$ cat config.mk
export PLATFORM = sky130hd
export DESIGN_NAME = lrsf_back
export DESIGN_NICKNAME = d
export VERILOG_FILES = /design/src/rtl/core/lrsf_pkg.sv /design/src/rtl/core/lrsf_back.sv
export SDC_FILE = /design/constraint.sdc
export NUM_CORES = 1
export LEC_CHECK = 0
export BUFFER_PORTS_ARGS = -buffer_cell sky130_fd_sc_hd__buf_2
export CORE_AREA = 2 2 121 123
export CTS_CLUSTER_DIAMETER = 40
export DETAILED_ROUTE_END_ITERATION = 8
export DIE_AREA = 0 0 123 125
export PLACE_DENSITY = 0.72
export SETUP_SLACK_MARGIN = 0.02
export SLEW_MARGIN = 10
export SYNTH_ARGS = -nofsm -noshare
export SYNTH_HDL_FRONTEND = slang
export SYNTH_SLANG_ARGS = --single-unit
$ cat constraint.sdc
create_clock -name clk -period 3.2 [get_ports clk]
set_input_delay 0.48 -clock clk [delete_from_list [all_inputs] [get_ports clk]]
set_output_delay 0.48 -clock clk [all_outputs]
set_load 0.05 [all_outputs]
$ cat src/rtl/core/lrsf_pkg.sv
`default_nettype none
package lrsf_pkg;

	localparam int DEF_SESSION_IDS = 256 * 256;
	localparam int DEF_TAG_CODES = 256;
	localparam int Q_DEPTH = 2;

	localparam int CLS_CLIENT_BIT = 0;
	localparam int CLS_BACKEND_BIT = 1;
	localparam int RULE_SELECT_BIT = 0;
	localparam int RULE_SUPPRESS_BIT = 1;

	localparam logic [1:0] CLS_CLIENT = 2'(1 << CLS_CLIENT_BIT);
	localparam logic [1:0] CLS_BACKEND = 2'(1 << CLS_BACKEND_BIT);

	localparam int CFG_ADDR_W = 3;
	localparam int CFG_DATA_W = 32;

	localparam logic [CFG_ADDR_W-1:0] CFG_BACKEND_ONLY = 3'd0;
	localparam logic [CFG_ADDR_W-1:0] CFG_CLIENT_ONLY = 3'd1;
	localparam logic [CFG_ADDR_W-1:0] CFG_SKIP_COUNT = 3'd2;
	localparam logic [CFG_ADDR_W-1:0] CFG_KEEP_COUNT = 3'd3;
	localparam logic [CFG_ADDR_W-1:0] CFG_SESSION_OPEN_TAG = 3'd4;
	localparam logic [CFG_ADDR_W-1:0] CFG_REQUEST_START_TAG = 3'd5;
	localparam logic [CFG_ADDR_W-1:0] CFG_BACKEND_OPEN_TAG = 3'd6;
	localparam logic [CFG_ADDR_W-1:0] CFG_BACKEND_XID_TAG = 3'd7;

	localparam logic [7:0] RST_SESSION_OPEN_TAG = 8'd0;
	localparam logic [7:0] RST_REQUEST_START_TAG = 8'd1;
	localparam logic [7:0] RST_BACKEND_OPEN_TAG = 8'd2;
	localparam logic [7:0] RST_BACKEND_XID_TAG = 8'd3;

	typedef enum logic {
		REQ_RECORD = 1'b0,
		REQ_RULE   = 1'b1
	} req_t;

	typedef enum logic [1:0] {
		ST_DROP    = 2'd0,
		ST_DELIVER = 2'd1,
		ST_LIMIT   = 2'd2,
		ST_RULE    = 2'd3
	} status_t;

	typedef struct packed {
		req_t        req_type;
		logic [7:0]  tag;
		logic [15:0] session_id;
		logic        rule_select;
		logic        rule_suppress;
	} in_t;

	typedef struct packed {
		status_t     status;
		logic [7:0]  out_tag;
		logic [15:0] out_session;
		logic        is_client;
		logic        is_backend;
	} out_t;

	typedef struct packed {
		logic        backend_only;
		logic        client_only;
		logic [31:0] skip_count;
		logic [31:0] keep_count;
		logic [7:0]  session_open_tag;
		logic [7:0]  request_start_tag;
		logic [7:0]  backend_open_tag;
		logic [7:0]  backend_xid_tag;
	} cfg_t;

	typedef struct packed {
		req_t        kind;
		logic [7:0]  tag;
		logic [15:0] session_id;
		logic [1:0]  cls;
		logic [1:0]  rule;
	} q_item_t;

	// remainder by restoring subtraction, quotient below 256
	function automatic logic [15:0] lrsf_reduce(input logic [15:0] val, input logic [20:0] n);
		logic [31:0] r;
		logic [31:0] d;
		r = 32'(val);
		for (int k = 7; k >= 0; k--) begin
			d = 32'(n) << k;
			if (r >= d) begin
				r = r - d;
			end
		end
		return r[15:0];
	endfunction

endpackage
`default_nettype wire

$ cat src/rtl/core/lrsf_back.sv
`default_nettype none
module lrsf_back (
	input  wire logic              clk,
	input  wire logic              arst_n,
	input  wire lrsf_pkg::cfg_t    cfg,
	input  wire logic              q_valid,
	input  wire lrsf_pkg::q_item_t q_item,
	output logic                   pop,
	output logic                   out_valid,
	input  wire logic              out_stall,
	output lrsf_pkg::out_t         out_word
);
	import lrsf_pkg::*;

	logic [31:0] skipped_q;
	logic [31:0] kept_q;
	logic        fin_q;
	logic        out_valid_q;
	out_t        out_q;

	logic [31:0] skipped_d;
	logic [31:0] kept_d;
	logic        fin_d;
	status_t     status;
	out_t        res;

	assign pop = q_valid && !(out_valid_q && out_stall);

	always_comb begin
		skipped_d = skipped_q;
		kept_d = kept_q;
		fin_d = fin_q;
		status = ST_DROP;
		if (q_item.kind == REQ_RULE) begin
			status = ST_RULE;
		end else if (skipped_q < cfg.skip_count) begin
			skipped_d = skipped_q + 32'd1;
		end else begin
			status = ST_DELIVER;
			if (cfg.keep_count != '0 && !fin_q) begin
				kept_d = kept_q + 32'd1;
				if (kept_d >= cfg.keep_count) begin
					fin_d = 1'b1;
					status = ST_LIMIT;
				end
			end
			if (status == ST_DELIVER && !q_item.rule[RULE_SELECT_BIT]) begin
				if (q_item.rule[RULE_SUPPRESS_BIT]) begin
					status = ST_DROP;
				end else if (cfg.backend_only && !q_item.cls[CLS_BACKEND_BIT]) begin
					status = ST_DROP;
				end else if (cfg.client_only && !q_item.cls[CLS_CLIENT_BIT]) begin
					status = ST_DROP;
				end
			end
		end
		res.status = status;
		res.out_tag = q_item.tag;
		if (q_item.kind == REQ_RULE) begin
			res.out_session = '0;
			res.is_client = 1'b0;
			res.is_backend = 1'b0;
		end else begin
			res.out_session = q_item.session_id;
			res.is_client = q_item.cls[CLS_CLIENT_BIT];
			res.is_backend = q_item.cls[CLS_BACKEND_BIT];
		end
	end

	always_ff @(posedge clk or negedge arst_n) begin
		if (!arst_n) begin
			skipped_q <= '0;
			kept_q <= '0;
			fin_q <= 1'b0;
			out_valid_q <= 1'b0;
		end else begin
			if (pop) begin
				skipped_q <= skipped_d;
				kept_q <= kept_d;
				fin_q <= fin_d;
				out_valid_q <= 1'b1;
			end else if (!out_stall) begin
				out_valid_q <= 1'b0;
			end
		end
	end

	always_ff @(posedge clk) begin
		if (pop) begin
			out_q <= res;
		end
	end

	assign out_valid = out_valid_q;
	assign out_word = out_q;

endmodule
`default_nettype wire

==> flow_metrics.env, run 1 <==
export IMPL_period_minus_slack_ns=3.31
export IMPL_cp_arrival_ns=3.42
export IMPL_violations="setup timing"
export IMPL_required_ns=3.30
export IMPL_clkPwrFrac_pct=37.6
export IMPL_cap_violations=0
export IMPL_final_nets=1037
export IMPL_antenna_found_initial=0
export IMPL_slew_headroom_pct=29.2
export IMPL_worstMarginPinSlew_ns=1.06
export IMPL_cts_sinks=94
export IMPL_dpl_hpwl_mm=11.4
export IMPL_p_sw_w=0.000848
export IMPL_die_h_um=125
export IMPL_synth_seq_cells=94
export IMPL_clk_pin_slew_ns=0.07
export IMPL_grt_pass1_vias=5150
export IMPL_drtIter0Drc=361
export IMPL_comb_power_share_pct=15.9
export IMPL_hold_path_class="primary input to flip-flop"
export IMPL_yosys_area_top_type="dfrtp_1"
export IMPL_drv_slew=0
export IMPL_fillCellCount=1254
export IMPL_syn_inst=658
export IMPL_drtPass1Iterations=5
export IMPL_stdcell_count=1030
export IMPL_setup_worst_path_start="kept_q[4]"
export IMPL_yosysSeqAreaShare_pct=38.6
export IMPL_synth_area_per_cell_um2=9.80
export IMPL_hp_start="q_item[21]"
export IMPL_synth_area_mm2=0.00645
export IMPL_syn_nets=854
export IMPL_netlist_area_leader_share_pct=25.6
export IMPL_cts_path_max_buffers=2
export IMPL_num_vias=5475
export IMPL_grt_max_degree=46
export IMPL_crit_type="flip-flop to flip-flop"
export IMPL_die_w_um=123
export IMPL_gp_congestion=0.867
export IMPL_rows=44
export IMPL_setup_viol=2
export IMPL_grtUsageTotal_pct=20.1
export IMPL_grt_pass1_wl_mm=24.6
export IMPL_ys_flop_type="dfrtp_1"
export IMPL_p_leak_nw=4.20
export IMPL_setup_tns_ns=-0.178
export IMPL_r2r_start="kept_q[4]"
export IMPL_async_flop_share_pct=70.2
export IMPL_die_area_mm2=0.0154
export IMPL_status="complete, but fails checks"
export IMPL_yosysMostFrequentCell="inv_1"
export IMPL_endpoint_kind="flip-flop"
export IMPL_viasPerCell=5.32
export IMPL_wirelength_mm=15.1
export IMPL_seq_area_mm2=0.00249
export IMPL_cts_tree="done"
export IMPL_p_int_w=0.00212
export IMPL_drtAntennaViolNets=0
export IMPL_io_pins=161
export IMPL_fmax_ghz=0.302
export IMPL_p_sw_share_pct=28.5
export IMPL_drcViolationCount=0
export IMPL_netlist_top_cells_count="inv_1, dfrtp_1, ha_1, xor2_1, nand2_1"
export IMPL_synth_cell_types=52
export IMPL_cts_root_buf="clkbuf_16"
export IMPL_setup_slack_ns=-0.114
export IMPL_multi_input_area_mm2=0.00360
export IMPL_p_per_area_mw_per_mm2=368
export IMPL_insertion_delay_ns=0.35
export IMPL_syn_to_final_growth_pct=25.1
export IMPL_dp_cells=1009
export IMPL_wl_per_cell_um=14.6
export IMPL_diodes=0
export IMPL_finalClockSkew_ns=0.00427
export IMPL_cts_inserted_buffers=9
export IMPL_hold_violations=0
export IMPL_core_mm2=0.0142
export IMPL_start_kind="flip-flop"
export IMPL_finalCritPeriodShare_pct=104
export IMPL_grt_overflow=0
export IMPL_seqPwrFrac_pct=46.6
export IMPL_critPathMaxFanout=4
export IMPL_power_w=0.00297
export IMPL_grt_setup_unrepaired="true"
export IMPL_netlist_top_cells_area="dfrtp_1, edfxtp_1, ha_1"
export IMPL_ctsHtreeMaxLevel=3
export IMPL_initial_core_util_pct=45.4
export IMPL_drive_above_1_share_pct=27.8
export IMPL_ctsHoldBuffers=0
export IMPL_port_buffers=128
export IMPL_yosys_warnings=0
export IMPL_vdd_drop_max_mv=0.290
export IMPL_synth_edf_count=28
==> registers in the layout, summed over array words and instances, names as in the netlist <==
name and count:
kept_q 32, skipped_q 32, out_valid 1, fin_q 1
out_word 28
==> worst max-delay path, stage by stage, from the launching register on <==
cell and delay, ns:
dfrtp_1 0.39, nand4_1 0.20, nor4_4 0.40, and4_4 0.30
and4_1 0.22, xor2_1 0.08, ha_1 0.30, nand4_1 0.12
or4_4 0.57, nand2b_4 0.16, a41oi_2 0.15, a211o_1 0.13
o21ai_1 0.06
==> routing by layer <==
layer	share of wire, %	global-route usage (%)	up-vias
li1	-	-	2721
met1	45	27.2	2571
met2	46	31.6	158
met3	6.2	4.06	25
met4	2.7	7.75	0
met5	0	0	-
==> cell type report <==
class	count	share of cell area, %
Inverter	82	3.82
Sequential cell	94	30.9
Clock inverter	6	0.837
Tap cell	184	2.85
Timing Repair Buffer	191	14.0
Clock buffer	10	2.96
Multi-Input combinational cell	463	44.7
==> cells by family after synthesis <==
| group | share of synthesized area, % |
|---|---|
| XOR/XNOR | 12.5 |
| flip-flops | 38.6 |
| adder cells (fa/ha/maj) | 12.6 |
| buffers and inverters | 6.56 |
| AO/OA/AOI/OAI | 13.8 |
| AND/OR/NAND/NOR | 15.6 |
| multiplexers | 0.349 |
==> power by group through the flow <==
stage / clock (W) / sequential [W] / combinational [W]
CTS: 0.00114 / 0.00138 / 0.000478
global placement: 0 / 0.00141 / 0.000460
global route: 0.00118 / 0.00139 / 0.000537
detailed placement: 0 / 0.00141 / 0.000474
finish: 0.00112 / 0.00138 / 0.000471
floorplan: 0 / 0.00146 / 0.000225
==> metrics by stage <==
stage	util [%]	setup WS (ns)	hold slack [ns]	cell area, um^2
2_1_floorplan	-	0.0139	0.184	6480
4_1_cts	56.5	-0.106	0.291	8030
6_report	56.8	-0.114	0.304	8070
3_5_place_dp	54.3	-0.0943	0.470	7710
5_1_grt	56.8	-0.222	0.292	8070
3_3_place_gp	54.3	-0.0440	0.463	7710
==> worst paths after layout <==
kind / to / slack [ns] / cells past startpoint
worst min register to register: skipped_q[31] / 0.48 / 1
max in group asynchronous: kept_q[5] / 2.10 / 2
worst max register to register: out_word[26] / -0.11 / 12
worst max-delay path: out_word[26] / -0.11 / 12
worst min-delay path: out_word[19] / 0.30 / 1
min in group asynchronous: kept_q[25] / 0.31 / 1
==> cell usage in the layout, fill, tap and decap left out, types with 15 or more instances in the layout <==
master	instances
a211oi_1	27
a21oi_1	32
buf_2	128
buf_4	62
dfrtp_1	65
edfxtp_1	28
ha_1	64
inv_1	82
nand2_1	46
nand3_1	20
nand4_1	18
nor2_1	15
nor2b_1	17
o211ai_1	25
o21ai_0	15
xnor2_1	42
xor2_1	50
==> timing repair <==
item,CTS,global route
gates cloned,0,0
pin swaps,0,0
buffers inserted,1,4
setup endpoints to repair,2,3
resized for setup,1,2
Note: power is estimated with default switching activity, not from simulation.
==> inputs of run 2 (changes only) <==
--- a/config.mk
+++ b/config.mk
@@ -11,6 +11,7 @@
 export DETAILED_ROUTE_END_ITERATION = 8
 export DIE_AREA = 0 0 123 125
 export PLACE_DENSITY = 0.72
+export RECOVER_POWER = 25
 export SETUP_SLACK_MARGIN = 0.02
 export SLEW_MARGIN = 10
 export SYNTH_ARGS = -nofsm -noshare
==> run 2 against run 1 <==
The run ends with capacitance limit, slew limit, setup timing left; register-to-register slack is essentially flat; largest cell class unchanged; combinational power is essentially flat; non-clock buffer count stayed put; first-iteration DRC count down 0.28%; clock skew about the same; sequential share of layout area hardly changed; hold slack about the same; sequential power hardly changed; critical path type unchanged; power barely moved.
==> flow_metrics.env, run 2 (synthesis gave the netlist of run 1 again) <==
export IMPL_slew_headroom_pct=-68.8
export IMPL_required_ns=3.30
export IMPL_min_path_cells=1
export IMPL_dp_cells=1009
export IMPL_die_w_um=123
export IMPL_grt_setup_unrepaired="true"
export IMPL_final_cell_mix="buf_2, inv_1, dfrtp_1, ha_1, buf_4"
export IMPL_drtIter0Drc=360
export IMPL_grt_pass1_wl_mm=24.6
export IMPL_drive_above_1_share_pct=27.4
export IMPL_cp_arrival_ns=3.41
export IMPL_r2r_start="kept_q[4]"
export IMPL_core_mm2=0.0142
export IMPL_fmax_ghz=0.302
export IMPL_p_leak_nw=4.19
export IMPL_regToRegSetupSlack_ns=-0.11
export IMPL_crit_type="flip-flop to flip-flop"
export IMPL_initial_core_util_pct=45.4
export IMPL_drcViolationCount=0
export IMPL_status="complete, but fails checks"
export IMPL_diodes=0
export IMPL_wl_per_cell_um=14.6
export IMPL_setup_slack_ns=-0.113
export IMPL_dpl_hpwl_mm=11.4
export IMPL_grt_max_degree=46
export IMPL_critPathMaxFanout=4
export IMPL_wirelength_mm=15.0
export IMPL_port_buffers=128
export IMPL_r2r_cells=12
export IMPL_syn_to_final_growth_pct=25.0
export IMPL_hold_violations=0
export IMPL_final_util_pct=56.8
export IMPL_die_h_um=125
export IMPL_timing_rr_end="out_word[26]"
export IMPL_final_nets=1037
export IMPL_die_area_mm2=0.0154
export IMPL_antenna_found_initial=0
export IMPL_insertion_delay_ns=0.35
export IMPL_holdPathEnd="out_word[19]"
export IMPL_num_vias=5472
export IMPL_clk_pin_slew_ns=0.07
export IMPL_cts_sinks=94
export IMPL_hold_path_class="primary input to flip-flop"
export IMPL_cts_inserted_buffers=9
export IMPL_vdd_drop_max_mv=0.288
export IMPL_start_kind="flip-flop"
export IMPL_grt_overflow=0
export IMPL_gp_congestion=0.867
export IMPL_finalClockSkew_ns=0.00417
export IMPL_hp_start="q_item[21]"
export IMPL_cts_root_buf="clkbuf_16"
export IMPL_viasPerCell=5.31
export IMPL_cts_path_max_buffers=2
export IMPL_stdcell_count=1030
export IMPL_dpl_instance_area_mm2=0.00771
export IMPL_rows=44
export IMPL_setup_viol=2
export IMPL_worstMarginPinSlew_ns=2.53
export IMPL_violations="capacitance limit, slew limit, setup timing"
export IMPL_drtAntennaViolNets=0
export IMPL_io_pins=161
export IMPL_drv_slew=46
export IMPL_cts_tree="done"
export IMPL_finalCritPeriodShare_pct=104
export IMPL_grt_pass1_vias=5150
export IMPL_p_per_area_mw_per_mm2=369
export IMPL_layout_commonest_cell="buf_2"
export IMPL_ctsHtreeMaxLevel=3
export IMPL_period_minus_slack_ns=3.31
export IMPL_drtPass1Iterations=5
export IMPL_grtUsageTotal_pct=20.1
export IMPL_endpoint_kind="flip-flop"
export IMPL_post_route_cell_area_mm2=0.00806
export IMPL_cap_violations=1
-- run 2: cell count changes in the layout (fill, tap and decap cells not counted), sizes merged --
cell / delta
buf: -3
clkbuf: +3
-- run 2: how the worst max path moves through the flow --
| stage | from | endpoint | slack, ns | cells past startpoint |
|---|---|---|---|---|
| 4_1_cts | kept_q[10] | out_word[26] | -0.11 | 12 |
| 3_5_place_dp | kept_q[4] | out_word[26] | -0.09 | 12 |
| 5_1_grt | kept_q[10] | out_word[27] | -0.22 | 11 |
| 2_1_floorplan | kept_q[10] | out_word[26] | 0.01 | 12 |
| 3_3_place_gp | kept_q[4] | out_word[26] | -0.04 | 12 |
| 6_report | kept_q[4] | out_word[26] | -0.11 | 12 |
-- run 2: final cells by class --
type | count | area (um^2)
clock inverter | 6 | 67.6
timing repair buffer | 191 | 1120
multi-input combinational | 463 | 3600
tap | 184 | 230
sequential | 94 | 2490
inverter | 82 | 308
fill | 1255 | 6140
clock buffer | 10 | 239
-- run 2: critical path: stages, from the launching register on --
cell and delay (ns):
dfrtp_1 0.39, nand4_1 0.19, nor4_4 0.40, and4_4 0.30
and4_1 0.22, xor2_1 0.08, ha_1 0.30, nand4_1 0.12
or4_4 0.57, nand2b_4 0.16, a41oi_2 0.14, a211o_1 0.13
o21ai_1 0.06
-- run 2: per-stage QoR --
step	total power, W	setup slack, ns	setup TNS [ns]	hold WS [ns]
after floorplan	0.00169	0.0139	0	0.184
after global placement	0.00187	-0.0440	-0.0440	0.463
after detailed placement	0.00188	-0.0943	-0.137	0.470
after CTS	0.00300	-0.106	-0.158	0.291
after global routing	0.00311	-0.222	-0.517	0.292
final	0.00297	-0.113	-0.182	0.304
-- run 2: timing repair --
item                                    4_1_cts  5_1_grt
resized for setup                             1        2
gates cloned                                  0        0
pin swaps                                     0        0
endpoints found under the setup margin        2        3
hold buffers                                  0        0
buffers inserted                              1        4
-- run 2: per-layer routing --
metal  track usage (%)  vias up  share of wire (%)
li1                  -     2723                  -
met2              31.6      160                 46
met3              4.06       25                6.0
met1              27.2     2564                 46
met4              7.75        0                2.7
met5                 0        -                  0
-- run 2: report_power, final --
part | leakage [nW] | internal (W) | switching [W]
sequential | 1.16 | 0.00131 | 0.0000731
clock | 0.148 | 0.000633 | 0.000483
combinational | 2.89 | 0.000180 | 0.000291
total | 4.19 | 0.00212 | 0.000847
