--- config.mk ---
export PLATFORM = sky130hd
export DESIGN_NAME = lrsf_queue
export DESIGN_NICKNAME = d
export VERILOG_FILES = /design/src/rtl/core/lrsf_pkg.sv /design/src/rtl/core/lrsf_queue.sv
export SDC_FILE = /design/constraint.sdc
export NUM_CORES = 1
export LEC_CHECK = 0
export BUFFER_PORTS_ARGS = -buffer_cell sky130_fd_sc_hd__buf_2
export CAP_MARGIN = 0
export CELL_PAD_IN_SITES_DETAIL_PLACEMENT = 0
export CELL_PAD_IN_SITES_GLOBAL_PLACEMENT = 2
export CORE_UTILIZATION = 33
export DETAILED_ROUTE_END_ITERATION = 10
export PLACE_DENSITY_LB_ADDON = 0.1
export SETUP_SLACK_MARGIN = 0.5
export SYNTH_ARGS = -nofsm -noshare
export SYNTH_HDL_FRONTEND = slang
export SYNTH_SLANG_ARGS = --single-unit
--- constraint.sdc ---
create_clock -name clk -period 2.2 [get_ports clk]
set_input_delay 0 -clock clk [delete_from_list [all_inputs] [get_ports clk]]
set_output_delay 0 -clock clk [all_outputs]
set_load 0.03 [all_outputs]
--- src/rtl/core/lrsf_pkg.sv ---
`default_nettype none
package lrsf_pkg;

	localparam int DEF_SESSION_IDS = 256 * 256;
	localparam int DEF_TAG_CODES = 256;
	localparam int Q_DEPTH = 2;

	localparam int CLS_CLIENT_BIT = 0;
	localparam int CLS_BACKEND_BIT = 1;
	localparam int RULE_SELECT_BIT = 0;
	localparam int RULE_SUPPRESS_BIT = 1;

	localparam logic [1:0] CLS_CLIENT = 2'(1 << CLS_CLIENT_BIT);
	localparam logic [1:0] CLS_BACKEND = 2'(1 << CLS_BACKEND_BIT);

	localparam int CFG_ADDR_W = 3;
	localparam int CFG_DATA_W = 32;

	localparam logic [CFG_ADDR_W-1:0] CFG_BACKEND_ONLY = 3'd0;
	localparam logic [CFG_ADDR_W-1:0] CFG_CLIENT_ONLY = 3'd1;
	localparam logic [CFG_ADDR_W-1:0] CFG_SKIP_COUNT = 3'd2;
	localparam logic [CFG_ADDR_W-1:0] CFG_KEEP_COUNT = 3'd3;
	localparam logic [CFG_ADDR_W-1:0] CFG_SESSION_OPEN_TAG = 3'd4;
	localparam logic [CFG_ADDR_W-1:0] CFG_REQUEST_START_TAG = 3'd5;
	localparam logic [CFG_ADDR_W-1:0] CFG_BACKEND_OPEN_TAG = 3'd6;
	localparam logic [CFG_ADDR_W-1:0] CFG_BACKEND_XID_TAG = 3'd7;

	localparam logic [7:0] RST_SESSION_OPEN_TAG = 8'd0;
	localparam logic [7:0] RST_REQUEST_START_TAG = 8'd1;
	localparam logic [7:0] RST_BACKEND_OPEN_TAG = 8'd2;
	localparam logic [7:0] RST_BACKEND_XID_TAG = 8'd3;

	typedef enum logic {
		REQ_RECORD = 1'b0,
		REQ_RULE   = 1'b1
	} req_t;

	typedef enum logic [1:0] {
		ST_DROP    = 2'd0,
		ST_DELIVER = 2'd1,
		ST_LIMIT   = 2'd2,
		ST_RULE    = 2'd3
	} status_t;

	typedef struct packed {
		req_t        req_type;
		logic [7:0]  tag;
		logic [15:0] session_id;
		logic        rule_select;
		logic        rule_suppress;
	} in_t;

	typedef struct packed {
		status_t     status;
		logic [7:0]  out_tag;
		logic [15:0] out_session;
		logic        is_client;
		logic        is_backend;
	} out_t;

	typedef struct packed {
		logic        backend_only;
		logic        client_only;
		logic [31:0] skip_count;
		logic [31:0] keep_count;
		logic [7:0]  session_open_tag;
		logic [7:0]  request_start_tag;
		logic [7:0]  backend_open_tag;
		logic [7:0]  backend_xid_tag;
	} cfg_t;

	typedef struct packed {
		req_t        kind;
		logic [7:0]  tag;
		logic [15:0] session_id;
		logic [1:0]  cls;
		logic [1:0]  rule;
	} q_item_t;

	// remainder by restoring subtraction, quotient below 256
	function automatic logic [15:0] lrsf_reduce(input logic [15:0] val, input logic [20:0] n);
		logic [31:0] r;
		logic [31:0] d;
		r = 32'(val);
		for (int k = 7; k >= 0; k--) begin
			d = 32'(n) << k;
			if (r >= d) begin
				r = r - d;
			end
		end
		return r[15:0];
	endfunction

endpackage
`default_nettype wire

--- src/rtl/core/lrsf_queue.sv ---
`default_nettype none
module lrsf_queue #(
	parameter int DEPTH = lrsf_pkg::Q_DEPTH
) (
	input  wire logic              clk,
	input  wire logic              arst_n,
	input  wire logic              push,
	input  wire lrsf_pkg::q_item_t push_item,
	output logic                   full,
	input  wire logic              pop,
	output lrsf_pkg::q_item_t      pop_item,
	output logic                   not_empty
);
	import lrsf_pkg::*;

	localparam int PW = (DEPTH > 1) ? $clog2(DEPTH) : 1;
	localparam int CW = $clog2(DEPTH + 1);

	q_item_t        mem_q [DEPTH];
	logic [PW-1:0]  wptr_q;
	logic [PW-1:0]  rptr_q;
	logic [CW-1:0]  count_q;
	logic           do_push;
	logic           do_pop;

	assign full = (count_q == CW'(DEPTH));
	assign not_empty = (count_q != '0);
	assign do_push = push && !full;
	assign do_pop = pop && not_empty;
	assign pop_item = mem_q[rptr_q];

	always_ff @(posedge clk) begin
		if (do_push) begin
			mem_q[wptr_q] <= push_item;
		end
	end

	always_ff @(posedge clk or negedge arst_n) begin
		if (!arst_n) begin
			wptr_q <= '0;
			rptr_q <= '0;
			count_q <= '0;
		end else begin
			if (do_push) begin
				wptr_q <= (wptr_q == PW'(DEPTH - 1)) ? '0 : wptr_q + PW'(1);
			end
			if (do_pop) begin
				rptr_q <= (rptr_q == PW'(DEPTH - 1)) ? '0 : rptr_q + PW'(1);
			end
			if (do_push && !do_pop) begin
				count_q <= count_q + CW'(1);
			end else if (do_pop && !do_push) begin
				count_q <= count_q - CW'(1);
			end
		end
	end

endmodule
`default_nettype wire

==> flow_results.xml, run 1 <==
<?xml version="1.0" encoding="UTF-8"?>
<metrics>
  <group name="cells_and_area">
    <metric name="nFillCells" unit="">620</metric>
    <metric name="areaGrowthSynthToFinish" unit="%">40.68</metric>
    <metric name="antenna_cells" unit="">0</metric>
    <metric name="layout.core_utilization" unit="">0.4783</metric>
    <metric name="final_net_count" unit="">251</metric>
    <metric name="fraction_of_final_layout_cells_with_drive_strength_greater_than_1" unit="">0.5135</metric>
  </group>
  <group name="sta">
    <metric name="grt_setup_unrepaired" unit="">false</metric>
    <metric name="final_max_slew_viol_count" unit="">0</metric>
    <metric name="hold_fails_final_rpt" unit="">0</metric>
    <metric name="setup_viol" unit="">0</metric>
    <metric name="min_period_over_period" unit="">0.7068</metric>
    <metric name="worst_slew_margin_rel" unit="">0.7327</metric>
    <metric name="setup_total_negative_slack" unit="ns">0</metric>
    <metric name="timing.hold.ws" unit="ns">0.05218</metric>
    <metric name="worst_clock_skew" unit="ns">0.003323</metric>
    <metric name="worst-slew-pin-transition" unit="ns">0.4009</metric>
    <metric name="highest_clock_rate" unit="GHz">0.6431</metric>
    <metric name="layout_min_cycle_time" unit="ns">1.555</metric>
  </group>
  <group name="drt">
    <metric name="route.antenna.remaining_nets" unit="">0</metric>
    <metric name="drt-wirelength-per-cell" unit="um">12.68</metric>
    <metric name="drt-initial-drc-count" unit="">55</metric>
    <metric name="route.detailed.drc" unit="">0</metric>
    <metric name="detailedRoute.firstPassIterationCount" unit="">4</metric>
    <metric name="dr_total_vias" unit="">1298</metric>
    <metric name="detail_route.wirelength" unit="mm">4.033</metric>
    <metric name="routed_via_density" unit="">4.082</metric>
  </group>
  <group name="critical_path">
    <metric name="start_kind" unit="">flip-flop</metric>
    <metric name="crit_path_end_kind" unit="">output port</metric>
    <metric name="worst-setup-path-type" unit="">flip-flop to output port</metric>
    <metric name="path_max_fanout" unit="">24</metric>
    <metric name="cp.arrival" unit="ns">1.55</metric>
    <metric name="cp.required" unit="ns">2.20</metric>
  </group>
  <group name="floorplan">
    <metric name="fp.dieArea" unit="mm2">0.007338</metric>
    <metric name="die_h" unit="um">85.66</metric>
    <metric name="num_io_pins" unit="">64</metric>
    <metric name="die-width" unit="um">85.66</metric>
    <metric name="start_util" unit="">0.3400</metric>
    <metric name="fp-row-count" unit="">30</metric>
    <metric name="core" unit="mm2">0.006794</metric>
  </group>
  <group name="flow_run">
    <metric name="cap_violations" unit="">0</metric>
  </group>
  <group name="pwr">
    <metric name="total_power" unit="mW">4.120</metric>
    <metric name="peakVddDrop" unit="uV">720.6</metric>
    <metric name="power.static_leakage" unit="nW">1.257</metric>
    <metric name="cellPowerDensity" unit="mW/mm2">1268</metric>
  </group>
  <group name="synthesis">
    <metric name="async_reset_ff_frac" unit="">0.06452</metric>
    <metric name="synth.top_cell.area_share" unit="">0.7541</metric>
    <metric name="post-synth-top-count-cell" unit="">sky130_fd_sc_hd__edfxtp_1</metric>
    <metric name="synth_largest_area_cell" unit="">sky130_fd_sc_hd__edfxtp_1</metric>
    <metric name="yosysSeqAreaShare" unit="">0.7974</metric>
    <metric name="yosysWarningCount" unit="">0</metric>
    <metric name="most_area_consuming_cells_after_synthesis" unit="">sky130_fd_sc_hd__edfxtp_1 (75%), sky130_fd_sc_hd__mux2_2 (14%), sky130_fd_sc_hd__dfrtp_1 (4.3%)</metric>
    <metric name="cell_area_after_technology_mapping" unit="mm2">0.002310</metric>
    <metric name="ys_top_cells_by_count" unit="">sky130_fd_sc_hd__edfxtp_1 (58), sky130_fd_sc_hd__mux2_2 (29), sky130_fd_sc_hd__dfrtp_1 (4), sky130_fd_sc_hd__buf_6 (3), sky130_fd_sc_hd__xnor2_1 (3)</metric>
    <metric name="postSynth.topFlopCell" unit="">sky130_fd_sc_hd__edfxtp_1</metric>
    <metric name="synth_cell_type_count" unit="">14</metric>
    <metric name="postSynthRegisterBits" unit="">62</metric>
    <metric name="synth.net_count" unit="">143</metric>
    <metric name="synth_edf_count" unit="">58</metric>
    <metric name="synthesis.instances" unit="">109</metric>
    <metric name="synth_area_per_cell" unit="um2">21.19</metric>
  </group>
  <group name="status">
    <metric name="run_status" unit="">completed</metric>
  </group>
  <group name="min_path">
    <metric name="worstHoldPathType" unit="">input pin to flip-flop</metric>
  </group>
  <group name="grt">
    <metric name="grt_max_degree" unit="">30</metric>
    <metric name="track_usage" unit="">0.1193</metric>
    <metric name="grt_antenna_before_repair" unit="">0</metric>
    <metric name="vias_in_the_first_global_route" unit="">1373</metric>
    <metric name="grt_first_pass_wirelength" unit="mm">6.375</metric>
    <metric name="grt_overflow_total" unit="">0</metric>
  </group>
  <group name="cts">
    <metric name="clock_slew_at_the_register_clock_pins_of_the_worst_setup_and_hold_paths" unit="ns">0.06</metric>
    <metric name="cts_root_buf" unit="">sky130_fd_sc_hd__clkbuf_8</metric>
    <metric name="tritoncts.num_buffers" unit="">9</metric>
    <metric name="cts_tree" unit="">yes</metric>
    <metric name="clkSinkCount" unit="">62</metric>
    <metric name="cts_max_path_buffers" unit="">2</metric>
    <metric name="post_cts.repair.setup_buffers" unit="">0</metric>
    <metric name="cts_max_level" unit="">3</metric>
    <metric name="insertion_delay" unit="ns">0.31</metric>
  </group>
  <group name="place">
    <metric name="hpwl" unit="mm">2.653</metric>
    <metric name="port-buffer-count" unit="">63</metric>
    <metric name="gp_congestion" unit="">0.7008</metric>
  </group>
</metrics>
sequential cells by signal, indices dropped and copies added (netlist names):
signal / cells
rptr_q: 1
mem_q: 58
wptr_q: 1
count_q: 2
final timing paths:
check                         endpoint  cells after the start  slack (ns)  startpoint
setup / recovery           pop_item[2]                      3        0.65      rptr_q
hold / removal                  wptr_q                      3        0.05        push
setup reg to reg            count_q[1]                      7        0.66  count_q[0]
hold reg to reg             count_q[1]                      1        0.51  count_q[1]
max in group asynchronous   count_q[1]                      4        0.96      arst_n
min in group asynchronous       rptr_q                      3        0.55      arst_n
layer usage:
layer | wire, um | vias up | part of all wire | global-route usage
met5 | 0 | - | 0 | 0
met4 | 61 | 0 | 0.015 | 0.07273
met3 | 184 | 8 | 0.046 | 0.03176
met2 | 2101 | 38 | 0.52 | 0.2044
met1 | 1685 | 619 | 0.42 | 0.1332
li1 | - | 633 | - | -
per-stage QoR:
stage | setup WS (ns) | instances | instance area, um2
3_5_place_dp | 0.5196 | 269 | 2761
3_3_place_gp | 0.5753 | 269 | 2761
5_1_grt | 0.5603 | 318 | 3249
2_1_floorplan | 0.5052 | 109 | 2317
6_report | 0.6451 | 318 | 3249
4_1_cts | 0.5069 | 318 | 3247
kinds of logic after synthesis:
kind of cell,synth area share
buffers and inverters,0.01788
and+or+nand+nor,0.01896
xor gates and xnor gates,0.01896
muxes,0.1414
adders and majority gates,0.005416
DFF,0.7974
what timing repair did:
item                                    in CTS  in global routing
hold buffers                                33                  0
endpoints found under the setup margin       0                 45
gates resized for setup                      0                  2
hold endpoints to repair                    63                  0
placed cells by master, fill, tap and decap left out:
master	instances
sky130_fd_sc_hd__and3_2	1
sky130_fd_sc_hd__buf_12	1
sky130_fd_sc_hd__buf_2	63
sky130_fd_sc_hd__buf_4	3
sky130_fd_sc_hd__clkbuf_8	9
sky130_fd_sc_hd__clkinv_1	3
sky130_fd_sc_hd__clkinv_2	4
sky130_fd_sc_hd__dfrtp_1	3
sky130_fd_sc_hd__dfrtp_2	1
sky130_fd_sc_hd__dlygate4sd3_1	33
sky130_fd_sc_hd__edfxtp_1	58
sky130_fd_sc_hd__ha_1	1
sky130_fd_sc_hd__inv_1	2
sky130_fd_sc_hd__mux2_2	29
sky130_fd_sc_hd__nand2_1	1
sky130_fd_sc_hd__nand2_4	1
sky130_fd_sc_hd__nand2b_1	1
sky130_fd_sc_hd__nor2_1	1
sky130_fd_sc_hd__nor2_4	1
sky130_fd_sc_hd__or2_4	1
sky130_fd_sc_hd__xnor2_1	3
sky130_fd_sc_hd__xor2_1	2
cell type report:
cell class,count,area (um2),area share
repair buffers,100,688.2,0.2118
inverters,2,7.507,0.002310
clock buffers,9,123.9,0.03812
clock inverters,7,31.28,0.009626
well taps,96,120.1,0.03697
multi-input cells,42,435.4,0.1340
flip-flops and latches,62,1843,0.5672
where the power goes:
part           switching (mW)  total [mW]  internal [mW]
Clock                   0.381       0.768          0.388
Sequential              0.108        1.73           1.62
Combinational           0.998        1.62          0.623
critical path, cell delays in order, from the launching register on:
cell and delay (ns):
sky130_fd_sc_hd__dfrtp_2 0.47, sky130_fd_sc_hd__buf_12 0.22, sky130_fd_sc_hd__mux2_2 0.36, sky130_fd_sc_hd__buf_2 0.18
Note: power is estimated with default switching activity, not from simulation.
==> run 2: changes to the inputs <==
Clock period 2.2 ns to 1.4 ns, I/O delays scaled along.
==> run 2 against run 1 <==
Against the previous run: the run now ends with negative hold slack, negative setup slack left; via count grew 8.1%; clock-buffer cell count is the same; final cell count is 5.0% higher; sequential power is 57% higher; design area grew 21%; first-iteration DRC count grew 25%; core utilization rose by 10 points; critical path type unchanged; largest cell class unchanged.
==> flow_results.xml, run 2 (synthesized netlist as in run 1, its figures left out) <==
<?xml version="1.0" encoding="UTF-8"?>
<metrics>
  <group name="critical_path">
    <metric name="reg2reg_setup_slack" unit="ns">0.01</metric>
    <metric name="cp.arrival" unit="ns">1.42</metric>
    <metric name="crit-reg2reg-capture" unit="">mem_q[1][13]</metric>
    <metric name="start_kind" unit="">flip-flop</metric>
    <metric name="worst-setup-path-type" unit="">flip-flop to output port</metric>
    <metric name="cp.required" unit="ns">1.40</metric>
    <metric name="r2r.worst_path.cells" unit="">5</metric>
    <metric name="path_max_fanout" unit="">24</metric>
    <metric name="rr_startpoint" unit="">count_q[0]</metric>
    <metric name="crit_path_end_kind" unit="">output port</metric>
  </group>
  <group name="min_path">
    <metric name="hold_depth" unit="">3</metric>
    <metric name="hold_start" unit="">push</metric>
    <metric name="worstHoldPathType" unit="">input pin to flip-flop</metric>
    <metric name="hold-path-endpoint" unit="">wptr_q</metric>
  </group>
  <group name="cells_and_area">
    <metric name="fraction_of_final_layout_cells_with_drive_strength_greater_than_1" unit="">0.5966</metric>
    <metric name="largestRegisters" unit="">mem_q: 58 flops, count_q: 2 flops</metric>
    <metric name="nFillCells" unit="">520</metric>
    <metric name="areaGrowthSynthToFinish" unit="%">70.64</metric>
    <metric name="final_net_count" unit="">267</metric>
    <metric name="largest_reg_flops" unit="">58</metric>
    <metric name="highest_count_cells_in_the_layout_ignoring_fill_and_taps" unit="">sky130_fd_sc_hd__edfxtp_1 (58), sky130_fd_sc_hd__buf_6 (34), sky130_fd_sc_hd__buf_2 (32)</metric>
    <metric name="largest-register" unit="">mem_q</metric>
    <metric name="layout.cells.most_common" unit="">sky130_fd_sc_hd__edfxtp_1</metric>
    <metric name="antenna_cells" unit="">0</metric>
    <metric name="final_area" unit="mm2">0.003941</metric>
    <metric name="layout.core_utilization" unit="">0.5801</metric>
  </group>
  <group name="place">
    <metric name="gp_congestion" unit="">0.6705</metric>
    <metric name="dpl_cell_area" unit="mm2">0.002965</metric>
    <metric name="hpwl" unit="mm">2.756</metric>
    <metric name="port-buffer-count" unit="">63</metric>
  </group>
  <group name="grt">
    <metric name="grt_max_degree" unit="">25</metric>
    <metric name="grt_overflow_total" unit="">0</metric>
    <metric name="track_usage" unit="">0.1414</metric>
    <metric name="grt_first_pass_wirelength" unit="mm">7.452</metric>
    <metric name="vias_in_the_first_global_route" unit="">1532</metric>
    <metric name="grt_antenna_before_repair" unit="">0</metric>
  </group>
  <group name="cts">
    <metric name="hold_buffers" unit="">31</metric>
    <metric name="cts_max_level" unit="">3</metric>
    <metric name="clock_slew_at_the_register_clock_pins_of_the_worst_setup_and_hold_paths" unit="ns">0.07</metric>
    <metric name="clkSinkCount" unit="">62</metric>
    <metric name="tritoncts.num_buffers" unit="">9</metric>
    <metric name="insertion_delay" unit="ns">0.34</metric>
    <metric name="cts_root_buf" unit="">sky130_fd_sc_hd__clkbuf_8</metric>
    <metric name="cts_max_path_buffers" unit="">2</metric>
    <metric name="cts_tree" unit="">yes</metric>
  </group>
  <group name="sta">
    <metric name="worst_clock_skew" unit="ns">0.006875</metric>
    <metric name="postLayoutSetupSlackWorst" unit="ns">-0.02118</metric>
    <metric name="setup_viol" unit="">29</metric>
    <metric name="hold_fails_final_rpt" unit="">1</metric>
    <metric name="final_max_slew_viol_count" unit="">0</metric>
    <metric name="worst_slew_margin_rel" unit="">0.8618</metric>
    <metric name="timing.hold.ws" unit="ns">-0.01517</metric>
    <metric name="highest_clock_rate" unit="GHz">0.7036</metric>
    <metric name="grt_setup_unrepaired" unit="">true</metric>
    <metric name="min_period_over_period" unit="">1.015</metric>
    <metric name="worst-slew-pin-transition" unit="ns">0.2066</metric>
    <metric name="layout_min_cycle_time" unit="ns">1.421</metric>
  </group>
  <group name="flow_run">
    <metric name="cap_violations" unit="">0</metric>
  </group>
  <group name="status">
    <metric name="run_status" unit="">finished with violations</metric>
    <metric name="violations" unit="">negative hold slack, negative setup slack</metric>
  </group>
  <group name="drt">
    <metric name="drt-wirelength-per-cell" unit="um">13.98</metric>
    <metric name="routed_via_density" unit="">4.201</metric>
    <metric name="dr_total_vias" unit="">1403</metric>
    <metric name="detailedRoute.firstPassIterationCount" unit="">4</metric>
    <metric name="route.antenna.remaining_nets" unit="">0</metric>
    <metric name="detail_route.wirelength" unit="mm">4.670</metric>
    <metric name="drt-initial-drc-count" unit="">69</metric>
    <metric name="route.detailed.drc" unit="">0</metric>
  </group>
  <group name="floorplan">
    <metric name="core" unit="mm2">0.006794</metric>
    <metric name="fp.dieArea" unit="mm2">0.007338</metric>
    <metric name="die-width" unit="um">85.66</metric>
    <metric name="start_util" unit="">0.3400</metric>
    <metric name="fp-row-count" unit="">30</metric>
    <metric name="num_io_pins" unit="">64</metric>
    <metric name="die_h" unit="um">85.66</metric>
  </group>
  <group name="pwr">
    <metric name="cellPowerDensity" unit="mW/mm2">2206</metric>
    <metric name="power.static_leakage" unit="nW">1.612</metric>
    <metric name="peakVddDrop" unit="uV">1317</metric>
  </group>
</metrics>
## run 2: cell count changes in the layout (fill, tap and decap cells not counted), moves of 5 or more
cell                     before  now
sky130_fd_sc_hd__buf_6        0   34
sky130_fd_sc_hd__buf_2       63   32
sky130_fd_sc_hd__mux2_2      29    0
sky130_fd_sc_hd__mux2_4       0   29
sky130_fd_sc_hd__buf_12       1    7
sky130_fd_sc_hd__buf_4        3    8
## run 2: worst max-delay path: stages, from the launching register on
cell                      delay, ns
sky130_fd_sc_hd__dfrtp_2       0.39
sky130_fd_sc_hd__buf_12        0.22
sky130_fd_sc_hd__mux2_4        0.33
sky130_fd_sc_hd__buf_6         0.14
## run 2: report_power, final
group / leakage, nW / switching (mW) / total (mW) / internal, mW
Sequential: 0.583 / 0.154 / 2.71 / 2.55
Clock: 0.103 / 0.678 / 1.67 / 0.988
Combinational: 0.926 / 1.99 / 4.32 / 2.34
Total: 1.61 / 2.82 / 8.70 / 5.87
## run 2: metrics by stage
stage | TNS, ns | setup slack, ns | power [mW] | cells | hold WS [ns]
floorplan | -2.283 | -0.06132 | 4.984 | 109 | -0.2956
global placement | 0 | 0.06074 | 5.758 | 271 | -0.1909
detailed placement | -0.009011 | -0.009011 | 5.825 | 271 | -0.1861
CTS | -0.9550 | -0.04423 | 8.652 | 332 | -0.03323
global route | -3.291 | -0.08325 | 9.085 | 334 | -0.01277
finish | -0.4153 | -0.02118 | 8.695 | 334 | -0.01517
## run 2: metal layers
metal,GRT usage,wire [um],vias to the layer above
met3,0.04331,206,10
met5,0,0,-
met1,0.1616,1899,678
met2,0.2400,2463,42
li1,-,-,673
met4,0.07273,102,0
## run 2: area by class of cell
class	count	area [um2]	area share
clock buffer	9	123.9	0.03143
clock inverter	7	88.84	0.02254
inverter	2	10.01	0.002540
multi-input combinational	42	590.6	0.1498
sequential	62	1844	0.4679
tap	96	120.1	0.03048
timing repair buffer	116	1164	0.2952
## run 2: how the worst max path moves through the flow
stage,slack [ns],cells after the start,startpoint,endpoint
final,-0.02,3,rptr_q,pop_item[8]
after global routing,-0.08,3,rptr_q,pop_item[7]
after CTS,-0.04,3,rptr_q,pop_item[8]
after detailed placement,-0.009,7,count_q[0],count_q[1]
after global placement,0.06,7,count_q[0],count_q[1]
after floorplan,-0.06,3,count_q[0],mem_q[0][0]
## run 2: timing repair
| action | in CTS | in global routing |
|---|---|---|
| endpoints found under the hold margin | 63 | 1 |
| gates resized for setup | 70 | 6 |
| endpoints found under the setup margin | 92 | 92 |
| pin swaps | 3 | 1 |
| setup buffers | 10 | 2 |
| cloned | 4 | 0 |
==> run 3: changes to the inputs <==
Settings changed: BUFFER_PORTS_ARGS -buffer_cell sky130_fd_sc_hd__buf_2 to unset, CORE_UTILIZATION 33 to 40, DONT_BUFFER_PORTS set to 1, PLACE_DENSITY set to 0.8, PLACE_DENSITY_LB_ADDON 0.1 to unset.
==> run 3 against run 2 <==
Against the previous run: the flow finishes with violations (negative setup slack); sequential cell count is the same; combinational power shrank 13%; clock power shrank 16%; total power shrank 9.3%; non-clock buffer count shrank 55; final cell count shrank 24%; register-to-register slack lost 0.02 ns; design area shrank 11%; sequential share of layout area grew 5.9 points; core utilization grew 5.1 points; hold slack gained 0.038 ns; first-iteration DRC count shrank 39%.
==> flow_results.xml, run 3 (synthesized netlist as in run 1, its figures left out) <==
<?xml version="1.0" encoding="UTF-8"?>
<metrics>
  <group name="floorplan">
    <metric name="die-width" unit="um">77.99</metric>
    <metric name="fp.dieArea" unit="mm2">0.006082</metric>
    <metric name="core" unit="mm2">0.005540</metric>
    <metric name="fp-row-count" unit="">27</metric>
    <metric name="num_io_pins" unit="">64</metric>
    <metric name="die_h" unit="um">77.99</metric>
    <metric name="start_util" unit="">0.4169</metric>
  </group>
  <group name="grt">
    <metric name="track_usage" unit="">0.1631</metric>
    <metric name="grt_antenna_before_repair" unit="">0</metric>
    <metric name="grt_overflow_total" unit="">0</metric>
    <metric name="vias_in_the_first_global_route" unit="">1356</metric>
    <metric name="grt_first_pass_wirelength" unit="mm">6.817</metric>
    <metric name="grt_max_degree" unit="">15</metric>
  </group>
  <group name="cells_and_area">
    <metric name="final_area" unit="mm2">0.003495</metric>
    <metric name="largestRegisters" unit="">mem_q: 58 flops, count_q: 2 flops</metric>
    <metric name="areaGrowthSynthToFinish" unit="%">51.30</metric>
    <metric name="largest_reg_flops" unit="">58</metric>
    <metric name="layout.cells.most_common" unit="">sky130_fd_sc_hd__edfxtp_1</metric>
    <metric name="ff_latch_area" unit="mm2">0.001843</metric>
    <metric name="fraction_of_final_layout_cells_with_drive_strength_greater_than_1" unit="">0.4645</metric>
    <metric name="antenna_cells" unit="">0</metric>
    <metric name="area_taken_by_multi_input_logic_gates" unit="um2">598.1</metric>
    <metric name="highest_count_cells_in_the_layout_ignoring_fill_and_taps" unit="">sky130_fd_sc_hd__edfxtp_1 (58), sky130_fd_sc_hd__dlygate4sd3_1 (31), sky130_fd_sc_hd__mux2_4 (29)</metric>
    <metric name="nFillCells" unit="">392</metric>
    <metric name="final_net_count" unit="">212</metric>
    <metric name="largest-register" unit="">mem_q</metric>
  </group>
  <group name="cts">
    <metric name="tritoncts.num_buffers" unit="">9</metric>
    <metric name="clock_slew_at_the_register_clock_pins_of_the_worst_setup_and_hold_paths" unit="ns">0.06</metric>
    <metric name="cts_root_buf" unit="">sky130_fd_sc_hd__clkbuf_8</metric>
    <metric name="cts_max_path_buffers" unit="">2</metric>
    <metric name="cts_tree" unit="">yes</metric>
    <metric name="clkSinkCount" unit="">62</metric>
    <metric name="insertion_delay" unit="ns">0.32</metric>
    <metric name="cts_max_level" unit="">3</metric>
  </group>
  <group name="critical_path">
    <metric name="path_max_fanout" unit="">3</metric>
    <metric name="crit_path_end_kind" unit="">flip-flop</metric>
    <metric name="worst-setup-path-type" unit="">flip-flop to flip-flop</metric>
    <metric name="cp.arrival" unit="ns">1.65</metric>
    <metric name="cp.required" unit="ns">1.64</metric>
    <metric name="start_kind" unit="">flip-flop</metric>
  </group>
  <group name="drt">
    <metric name="route.antenna.remaining_nets" unit="">0</metric>
    <metric name="highest-signal-layer" unit="">met4</metric>
    <metric name="routed_via_density" unit="">4.678</metric>
    <metric name="met3RoutedLength" unit="um">170</metric>
    <metric name="drt-wirelength-per-cell" unit="um">17.38</metric>
    <metric name="met2RoutedLength" unit="mm">2.673</metric>
    <metric name="drt-initial-drc-count" unit="">42</metric>
    <metric name="route.detailed.drc" unit="">0</metric>
    <metric name="detail_route.wirelength" unit="mm">4.432</metric>
    <metric name="detailedRoute.firstPassIterationCount" unit="">4</metric>
    <metric name="met1Wirelength" unit="mm">1.544</metric>
    <metric name="dr_total_vias" unit="">1193</metric>
  </group>
  <group name="sta">
    <metric name="grt_setup_unrepaired" unit="">true</metric>
    <metric name="layout_min_cycle_time" unit="ns">1.413</metric>
    <metric name="min_period_over_period" unit="">1.009</metric>
    <metric name="highest_clock_rate" unit="GHz">0.7077</metric>
    <metric name="setup_viol" unit="">1</metric>
    <metric name="postLayoutSetupSlackWorst" unit="ns">-0.01307</metric>
    <metric name="worst-slew-pin-transition" unit="ns">0.2165</metric>
    <metric name="final_max_slew_viol_count" unit="">0</metric>
    <metric name="hold_fails_final_rpt" unit="">0</metric>
    <metric name="worst_clock_skew" unit="ns">0.009844</metric>
    <metric name="worst_slew_margin_rel" unit="">0.8552</metric>
    <metric name="setup_total_negative_slack" unit="ns">-0.01307</metric>
  </group>
  <group name="place">
    <metric name="port-buffer-count" unit="">0</metric>
    <metric name="dpl_cell_area" unit="mm2">0.002630</metric>
    <metric name="dpl_ws" unit="ns">-0.009526</metric>
    <metric name="gp_congestion" unit="">0.6650</metric>
    <metric name="hpwl" unit="mm">2.603</metric>
  </group>
  <group name="status">
    <metric name="violations" unit="">negative setup slack</metric>
    <metric name="run_status" unit="">finished with violations</metric>
  </group>
  <group name="flow_run">
    <metric name="cap_violations" unit="">0</metric>
  </group>
  <group name="min_path">
    <metric name="worstHoldPathType" unit="">input pin to flip-flop</metric>
  </group>
  <group name="pwr">
    <metric name="peakVddDrop" unit="uV">1807</metric>
    <metric name="cellPowerDensity" unit="mW/mm2">2256</metric>
    <metric name="total_power" unit="mW">7.884</metric>
    <metric name="power.static_leakage" unit="nW">1.350</metric>
  </group>
</metrics>
[run 3: through the flow]
| step | cells | hold WS [ns] | utilization |
|---|---|---|---|
| final | 255 | 0.02315 | 0.6308 |
| after detailed placement | 187 | -0.2955 | 0.4747 |
| after floorplan | 109 | -0.2956 | - |
| after global routing | 255 | 0.009135 | 0.6308 |
| after global placement | 187 | -0.2954 | 0.4747 |
| after CTS | 253 | -0.06094 | 0.6260 |
[run 3: where the power goes]
| group | switching (mW) | internal, mW |
|---|---|---|
| Clock | 0.613 | 0.800 |
| Combinational | 1.88 | 1.86 |
| Sequential | 0.182 | 2.55 |
| Total | 2.67 | 5.21 |
[run 3: critical path, cell delays in order, from the launching register on]
cell,delay [ns]
sky130_fd_sc_hd__dfrtp_1,0.40
sky130_fd_sc_hd__nand2b_4,0.17
sky130_fd_sc_hd__nand2_4,0.09
sky130_fd_sc_hd__inv_2,0.05
sky130_fd_sc_hd__ha_4,0.15
sky130_fd_sc_hd__xor2_1,0.16
sky130_fd_sc_hd__nor2_1,0.12
sky130_fd_sc_hd__xor2_1,0.18
[run 3: layer usage]
| layer | GRT usage | vias to the layer above |
|---|---|---|
| li1 | - | 558 |
| met2 | 0.3106 | 32 |
| met1 | 0.1512 | 598 |
| met3 | 0.05647 | 5 |
| met5 | 0 | - |
| met4 | 0.08333 | 0 |
[run 3: final timing paths]
check / startpoint / endpoint / slack [ns] / depth (start not counted)
max in group asynchronous: arst_n / rptr_q / 0.68 / 2
setup / recovery: count_q[0] / count_q[1] / -0.01 / 7
hold reg to reg: wptr_q / wptr_q / 0.58 / 1
setup reg to reg: count_q[0] / count_q[1] / -0.01 / 7
min in group asynchronous: arst_n / count_q[1] / 0.51 / 2
hold / removal: pop / rptr_q / 0.02 / 4
[run 3: area by class of cell]
type / count / share of cell area
Clock buffer: 10 / 0.03652
Clock inverter: 6 / 0.01504
Inverter: 2 / 0.003222
Multi-Input combinational cell: 42 / 0.1711
Sequential cell: 62 / 0.5274
Tap cell: 72 / 0.02578
Timing Repair Buffer: 61 / 0.2209
[run 3: what timing repair did]
item,CTS,global route
hold buffers,31,0
hold endpoints to repair,64,0
gates cloned,5,0
gates resized for setup,21,3
endpoints found under the setup margin,92,93
buffers inserted,14,2
pin swaps,6,5
